### config.mk
export PLATFORM = sky130hd
export DESIGN_NAME = aad_ctrl
export DESIGN_NICKNAME = d
export VERILOG_FILES = /design/src/rtl/core/aad_pkg.sv /design/src/rtl/core/aad_ctrl.sv
export VERILOG_INCLUDE_DIRS = /design/src /design/src/rtl/core
export SDC_FILE = /design/constraint.sdc
export NUM_CORES = 1
export LEC_CHECK = 0
export BUFFER_PORTS_ARGS = -buffer_cell sky130_fd_sc_hd__clkbuf_2
export CORE_AREA = 2 2 51 53
export DETAILED_ROUTE_END_ITERATION = 7
export DIE_AREA = 0 0 53 55
export PLACE_DENSITY = 0.73
export SLEW_MARGIN = 0
export SYNTH_ARGS = -nofsm -noshare
export SYNTH_HDL_FRONTEND = slang
export SYNTH_SLANG_ARGS = --single-unit
### constraint.sdc
create_clock -name aclk -period 3.3 [get_ports aclk]
set_input_delay 0.33 -clock aclk [delete_from_list [all_inputs] [get_ports aclk]]
set_output_delay 0.33 -clock aclk [all_outputs]
set_load 0.1 [all_outputs]
### src/rtl/core/assert_macros.svh
// assertion macros shared by the decoder modules
`ifndef ASSERT_MACROS_SVH
`define ASSERT_MACROS_SVH
`ifndef SYNTH
`define AAD_ASSERT(lbl, clk, rstn, prop) \
    lbl: assert property (@(posedge clk) disable iff (!(rstn)) (prop)) \
        else $error("assertion failed");
`define AAD_NEVER(lbl, clk, rstn, prop) \
    lbl: assert property (@(posedge clk) disable iff (!(rstn)) !(prop)) \
        else $error("forbidden condition seen");
`else
`define AAD_ASSERT(lbl, clk, rstn, prop)
`define AAD_NEVER(lbl, clk, rstn, prop)
`endif
`endif

### src/rtl/core/aad_pkg.sv
// shared constants, types and control structs of the arithmetic decoder
package aad_pkg;

    localparam int WIN_BITS    = 32;
    localparam int ALPHABET    = 257;
    localparam int COUNT_BITS  = 24;
    localparam int RESULTS_MAX = 64;

    localparam int SYM_W  = $clog2(ALPHABET);
    localparam int N_W    = $clog2(RESULTS_MAX + 1);
    localparam int FILL_W = $clog2(WIN_BITS + 1);
    localparam int BITS_W = 4;
    localparam int MA_W   = WIN_BITS + 1;
    localparam int MB_W   = COUNT_BITS + 1;
    localparam int PROD_W = MA_W + MB_W;
    localparam int CNT_W  = $clog2(PROD_W);

    localparam logic [SYM_W-1:0] END_SYM = SYM_W'(ALPHABET - 1);

    localparam longint LIM_A = (64'd1 << COUNT_BITS) - 64'd1;
    localparam longint LIM_B = 64'd1 << (WIN_BITS - 2);
    localparam logic [COUNT_BITS:0] COUNT_LIMIT =
        (COUNT_BITS + 1)'((LIM_A < LIM_B) ? LIM_A : LIM_B);

    typedef enum logic [1:0] {
        MD_VALUE = 2'd0,
        MD_LOW   = 2'd1,
        MD_HIGH  = 2'd2
    } md_sel_t;

    typedef struct packed {
        logic    accept;
        logic    take_fill;
        logic    take_shift;
        logic    take_e3;
        logic    pend_clr;
        logic    md_start;
        md_sel_t md_sel;
        logic    save_val;
        logic    save_lo;
        logic    srch_start;
        logic    srch_step;
        logic    commit;
        logic    emit;
        logic    flush;
        logic    flush_wc;
    } cmd_t;

    typedef struct packed {
        logic clr_busy;
        logic halted;
        logic fill_done;
        logic bits_empty;
        logic pending;
        logic top_match;
        logic small_range;
        logic md_done;
        logic found;
        logic is_end;
        logic hold_valid;
        logic out_free;
    } sts_t;

endpackage

### src/rtl/core/aad_ctrl.sv
// decoder sequencer: steps window fill, renormalization, search and result hand-off
`include "assert_macros.svh"
module aad_ctrl (
    input  logic            aclk,
    input  logic            aresetn,
    input  logic            s_valid,
    output logic            s_ready,
    output aad_pkg::cmd_t   cmd,
    input  aad_pkg::sts_t   sts
);
    typedef enum logic [7:0] {
        ST_IDLE  = 8'b0000_0001,
        ST_STEP  = 8'b0000_0010,
        ST_MDV   = 8'b0000_0100,
        ST_SRCH  = 8'b0000_1000,
        ST_MDL   = 8'b0001_0000,
        ST_MDH   = 8'b0010_0000,
        ST_EMIT  = 8'b0100_0000,
        ST_FLUSH = 8'b1000_0000
    } state_t;

    state_t                     state_reg, state_next;
    logic [aad_pkg::N_W-1:0]    n_reg;
    logic                       wc_reg;
    logic                       set_wc;

    always_comb begin
        cmd        = '0;
        cmd.md_sel = aad_pkg::MD_VALUE;
        cmd.flush_wc = wc_reg;
        state_next = state_reg;
        s_ready    = 1'b0;
        set_wc     = 1'b0;
        unique case (state_reg)
            ST_IDLE: begin
                s_ready = !sts.clr_busy;
                if (s_valid && !sts.clr_busy) begin
                    cmd.accept = 1'b1;
                    state_next = ST_STEP;
                end
            end
            ST_STEP: begin
                if (sts.halted) begin
                    state_next = ST_FLUSH;
                end else if (!sts.fill_done) begin
                    if (sts.bits_empty) begin
                        state_next = ST_FLUSH;
                    end else begin
                        cmd.take_fill = 1'b1;
                    end
                end else if (sts.pending) begin
                    if (sts.top_match || sts.small_range) begin
                        if (sts.bits_empty) begin
                            state_next = ST_FLUSH;
                        end else begin
                            cmd.take_shift = 1'b1;
                            cmd.take_e3    = !sts.top_match;
                        end
                    end else begin
                        cmd.pend_clr = 1'b1;
                    end
                end else if (n_reg >= aad_pkg::N_W'(aad_pkg::RESULTS_MAX)) begin
                    set_wc     = 1'b1;
                    state_next = ST_FLUSH;
                end else begin
                    cmd.md_start = 1'b1;
                    state_next   = ST_MDV;
                end
            end
            ST_MDV: begin
                if (sts.md_done) begin
                    cmd.save_val   = 1'b1;
                    cmd.srch_start = 1'b1;
                    state_next     = ST_SRCH;
                end
            end
            ST_SRCH: begin
                cmd.srch_step = 1'b1;
                if (sts.found) begin
                    if (sts.is_end) begin
                        state_next = ST_EMIT;
                    end else begin
                        cmd.md_start = 1'b1;
                        cmd.md_sel   = aad_pkg::MD_LOW;
                        state_next   = ST_MDL;
                    end
                end
            end
            ST_MDL: begin
                cmd.md_sel = aad_pkg::MD_HIGH;
                if (sts.md_done) begin
                    cmd.save_lo  = 1'b1;
                    cmd.md_start = 1'b1;
                    state_next   = ST_MDH;
                end
            end
            ST_MDH: begin
                cmd.md_sel = aad_pkg::MD_HIGH;
                if (sts.md_done) begin
                    cmd.commit = 1'b1;
                    state_next = ST_EMIT;
                end
            end
            ST_EMIT: begin
                if (!sts.hold_valid || sts.out_free) begin
                    cmd.emit   = 1'b1;
                    state_next = ST_STEP;
                end
            end
            ST_FLUSH: begin
                if (!sts.hold_valid) begin
                    state_next = ST_IDLE;
                end else if (sts.out_free) begin
                    cmd.flush  = 1'b1;
                    state_next = ST_IDLE;
                end
            end
            default: state_next = ST_IDLE;
        endcase
    end

    always_ff @(posedge aclk) begin
        if (!aresetn) begin
            state_reg <= ST_IDLE;
            n_reg     <= '0;
            wc_reg    <= 1'b0;
        end else begin
            state_reg <= state_next;
            if (cmd.accept) begin
                n_reg  <= '0;
                wc_reg <= 1'b0;
            end else begin
                if (cmd.emit) begin
                    n_reg <= n_reg + aad_pkg::N_W'(1);
                end
                if (set_wc) begin
                    wc_reg <= 1'b1;
                end
            end
        end
    end

    `AAD_ASSERT(a_idle_no_hold, aclk, aresetn, (state_reg == ST_IDLE) |-> !sts.hold_valid)
    `AAD_NEVER(a_emit_halted, aclk, aresetn, cmd.emit && sts.halted)
    `AAD_ASSERT(a_n_bound, aclk, aresetn, n_reg <= aad_pkg::N_W'(aad_pkg::RESULTS_MAX))
endmodule

After elaboration in Yosys (flattened, before gate mapping). Index checks and enable logic that the tools add are counted.

Output and inout bits: 17. Bits in registers: 16. Logic and storage cells: 80.

Bitwise gates (word level): 1. Reductions and logical operators: 9. $add $sub $neg: 1. Eq/ne operators: 16. Muxes and demuxes: 49. $lt $le $gt $ge: 1.

Operator list (count): 8-bit two-way mux (14); 8-bit case mux with 8 select lines (1); 1-bit two-way mux (23); 2-bit != test (second input constant) (6); 3-bit two-way mux (3); 8-bit by 1-bit == test with 1-bit output (second input constant) (1); 8-bit by 2-bit == test with 1-bit output (second input constant) (1); 8-bit by 3-bit == test with 1-bit output (second input constant) (1); 8-bit by 4-bit == test with 1-bit output (second input constant) (1); 8-bit by 5-bit == test with 1-bit output (second input constant) (1); 8-bit by 6-bit == test with 1-bit output (second input constant) (1); 8-bit by 7-bit == test with 1-bit output (second input constant) (1); 8-bit == test (second input constant) (1); 4-bit two-way mux (2); 8-bit AND reduction (1); 7-bit by 1-bit adder with 7-bit output (second input constant) (1); 7-bit >= comparator (second input constant) (1); 7-bit two-way mux (1); 5-bit two-way mux (1); 5-bit != test (second input constant) (1); 2-bit two-way mux (2); 2-bit case mux with 2 select lines (1); 2-bit OR reduction (2); 1-bit zero test (3); 5 further kinds (6).

Longest topological paths before layout.
Depth after elaboration: 7. Mapped depth: 7. Mapped depth without buffers: 7.

Worst setup path after synthesis. OpenSTA, ideal clock, no wires.

Path type: flip-flop to output port. Start point: reg state_reg[7]. End point: out cmd[12] (netlist bit). Setup slack: -1.484 ns. Path buffers: 1. Arrival time: 4.454 ns. Stages on the path, launching flop included: 6. Cells stage by stage: dfxtp_1 buf_2 nor4b_1 nand2_1 or3_1 nor4b_1.

RTL lines: start: declaration (line aad_ctrl.sv:22) `state_t state_reg, state_next;`; start signal: assignment (line aad_ctrl.sv:128) `state_reg <= state_next;`; end: declaration (line aad_ctrl.sv:8) `output aad_pkg::cmd_t cmd,`.

==> flow_summary.toml <==
[yosys]
synth.area.mux_share = 0
synth_area_um2 = 1030
ys_seq_area_frac = 0.311
synth-simple-area-share = 0.419
synth_top_family_by_area = "simple AND/OR/NAND/NOR gates"
synthXorXnorAreaFrac = 0.0595
synth_compound_area_frac = 0.149
synth_top_area_cell = "dfxtp_1"
async_reset_ff_frac = 0
yosys.area.top_type_share = 0.311
syn_inst = 130
synth-edff-count = 0
synth_area_leaders = "dfxtp_1, nor2_1, a21oi_1"
avgSynthCellArea_um2 = 7.92
syn_nets = 146
synth_fa_ha_area_frac = 0.0122
ys.flop_type = "dfxtp_1"
synth_seq_cells = 16
ys_types = 42
yosys_warnings = 0

[route]
wirelength_mm = 2.50
drcViolationCount = 0
wire_per_inst_um = 13.1
drt_iter0_drc = 23
ant_nets = 0
num_vias = 1066
drtPass1Iterations = 4
viasPerCell = 5.58

[global_route]
grt_max_degree = 9
track_usage = 0.189
grt_pass1_vias = 931
antenna_found_initial = 0
grt-ovfl-total = 0
grt_pass1_wl_mm = 3.99

[cts]
cts_tree = "built"
hold_buffers = 0
htreeDepth = 1
clock-sinks = 16
cts_resized = 0
cts_buffers = 3
clkLatencyLatePin_ns = 0.28
clkTransAtPathRegs_ns = 0.09
cts_root_buffer = "clkbuf_4"
postCtsSetupBuffers = 0
cts_buffer_depth = 2

[sta]
hold_viol = 0
setup_viol = 0
period_share = 0.893
min_period_ns = 2.95
rsz0062_at_grt = "false"
relSlewSlack = 0.623
fmax_mhz = 339
finalClockSkew_ns = 0.00299
tightest_slew_ns = 0.561
maxSlewViolCount = 0

[critical_path]
worstRegToRegCells = 5
worstPathArrival_ns = 2.62
startpoint_type = "flip-flop"
crit_path_end_kind = "primary output"
path_class = "reg2out"
cp_data_required_time_ns = 2.97
crit_fanout = 8

[die]
fp.dieH_um = 55
die_x_um = 53
start_util = 0.435
dieArea_um2 = 2920
core_region_area_um2 = 2360
rows = 18
ios = 32

[layout]
area_delta_synth_final_pct = 20.0
drive_above_1_share = 0.267
fin_nets = 179
instances_no_fill = 191
n_fill_cell = 251
n_antenna_cell = 0
largest_reg_flops = 8

[min_path]
hold_class = "in2reg"
hold_path_depth = 2

[status]
status = "completed"

[pwr]
p_leak_nw = 0.567
power_mw = 0.637
ir_worst_vdd_uv = 392
cellPowerDensity_nw_per_um2 = 515

[place]
place_inst = 188
hpwlAfterDp_mm = 2.07
gp_congestion = 0.822
io_buffers = 31

[job]
drv_cap = 0
[synthesized netlist by cell type (2+ instances only)]
| cell type | count |
|---|---|
| nor4_4 | 2 |
| a21oi_1 | 11 |
| nand2b_1 | 3 |
| nor4b_1 | 2 |
| buf_4 | 2 |
| o21ai_0 | 4 |
| nor2b_1 | 2 |
| nor2_1 | 19 |
| inv_1 | 7 |
| and2_1 | 2 |
| o31ai_1 | 2 |
| nand4b_1 | 4 |
| nand2_1 | 8 |
| xor2_1 | 6 |
| or3_1 | 4 |
| nand3_1 | 6 |
| nand4_1 | 6 |
| dfxtp_1 | 16 |
[where the power goes]
group	switching [mW]	internal, mW	total [mW]
logic	0.208	0.0834	0.291
clock network	0.0582	0.0424	0.101
registers	0.0329	0.212	0.245
total	0.299	0.338	0.637
[cell type report]
cell class / count / area (um^2) / area share
sequential: 16 / 320 / 0.259
inverter: 8 / 30.0 / 0.0243
tap: 30 / 37.5 / 0.0304
multi-input combinational: 103 / 671 / 0.543
clock buffer: 3 / 22.5 / 0.0182
timing repair buffer: 31 / 155 / 0.126
[cells by family after synthesis]
logic type	after synthesis
and+or+nand+nor	70
AOI/OAI and AO/OA	25
DFF	16
buffers and inverters	11
xor gates and xnor gates	7
adders and majority gates	1
[per-layer routing]
layer  vias up  track usage  share of wire
li1        541            -              -
met1       489        0.219           0.42
met2        31        0.344           0.51
met3         5       0.0269          0.048
met4         0       0.0897          0.016
met5         -            0              0
[per-stage QoR]
stage                util  instance area, um^2  setup TNS, ns  hold WS (ns)  worst slack, ns
floorplan               -                 1040         -0.115         0.421           -0.115
CTS                 0.523                 1240              0         0.270            0.402
finish              0.523                 1240              0         0.276            0.354
detailed placement  0.513                 1210              0         0.451            0.734
global route        0.523                 1240              0         0.266            0.236
global placement    0.513                 1210              0         0.435            0.863
[worst max-delay path, stage by stage (launching register included)]
cell      delay [ns]
dfxtp_1         0.40
nor4b_1         0.51
nand2_1         0.22
or3_1           0.41
nor4b_2         0.28
clkbuf_2        0.50
[final timing paths]
| path | startpoint | endpoint | slack, ns |
|---|---|---|---|
| setup / recovery | state_reg[7]$_SDFFE_PN0P_ | cmd[12] | 0.35 |
| hold / removal | aresetn | state_reg[0]$_SDFFE_PN1P_ | 0.28 |
| setup reg to reg | state_reg[7]$_SDFFE_PN0P_ | state_reg[7]$_SDFFE_PN0P_ | 1.35 |
| hold reg to reg | wc_reg$_SDFFE_PP0P_ | wc_reg$_SDFFE_PP0P_ | 0.46 |
[layout by cell type, fill, tap and decap left out, types with 2 or more instances in the layout]
cell,instances
o21ai_0,4
nor4_4,2
clkbuf_2,31
nor2b_1,2
nand3_1,6
nand4_1,6
nand4b_1,4
inv_1,7
a21oi_1,11
clkbuf_4,3
nand2b_1,3
o31ai_1,2
nand2_1,8
xor2_1,6
nor2_1,19
or3_1,4
dfxtp_1,16
and2_1,2
No activity file was read; power rests on OpenSTA's default activity.
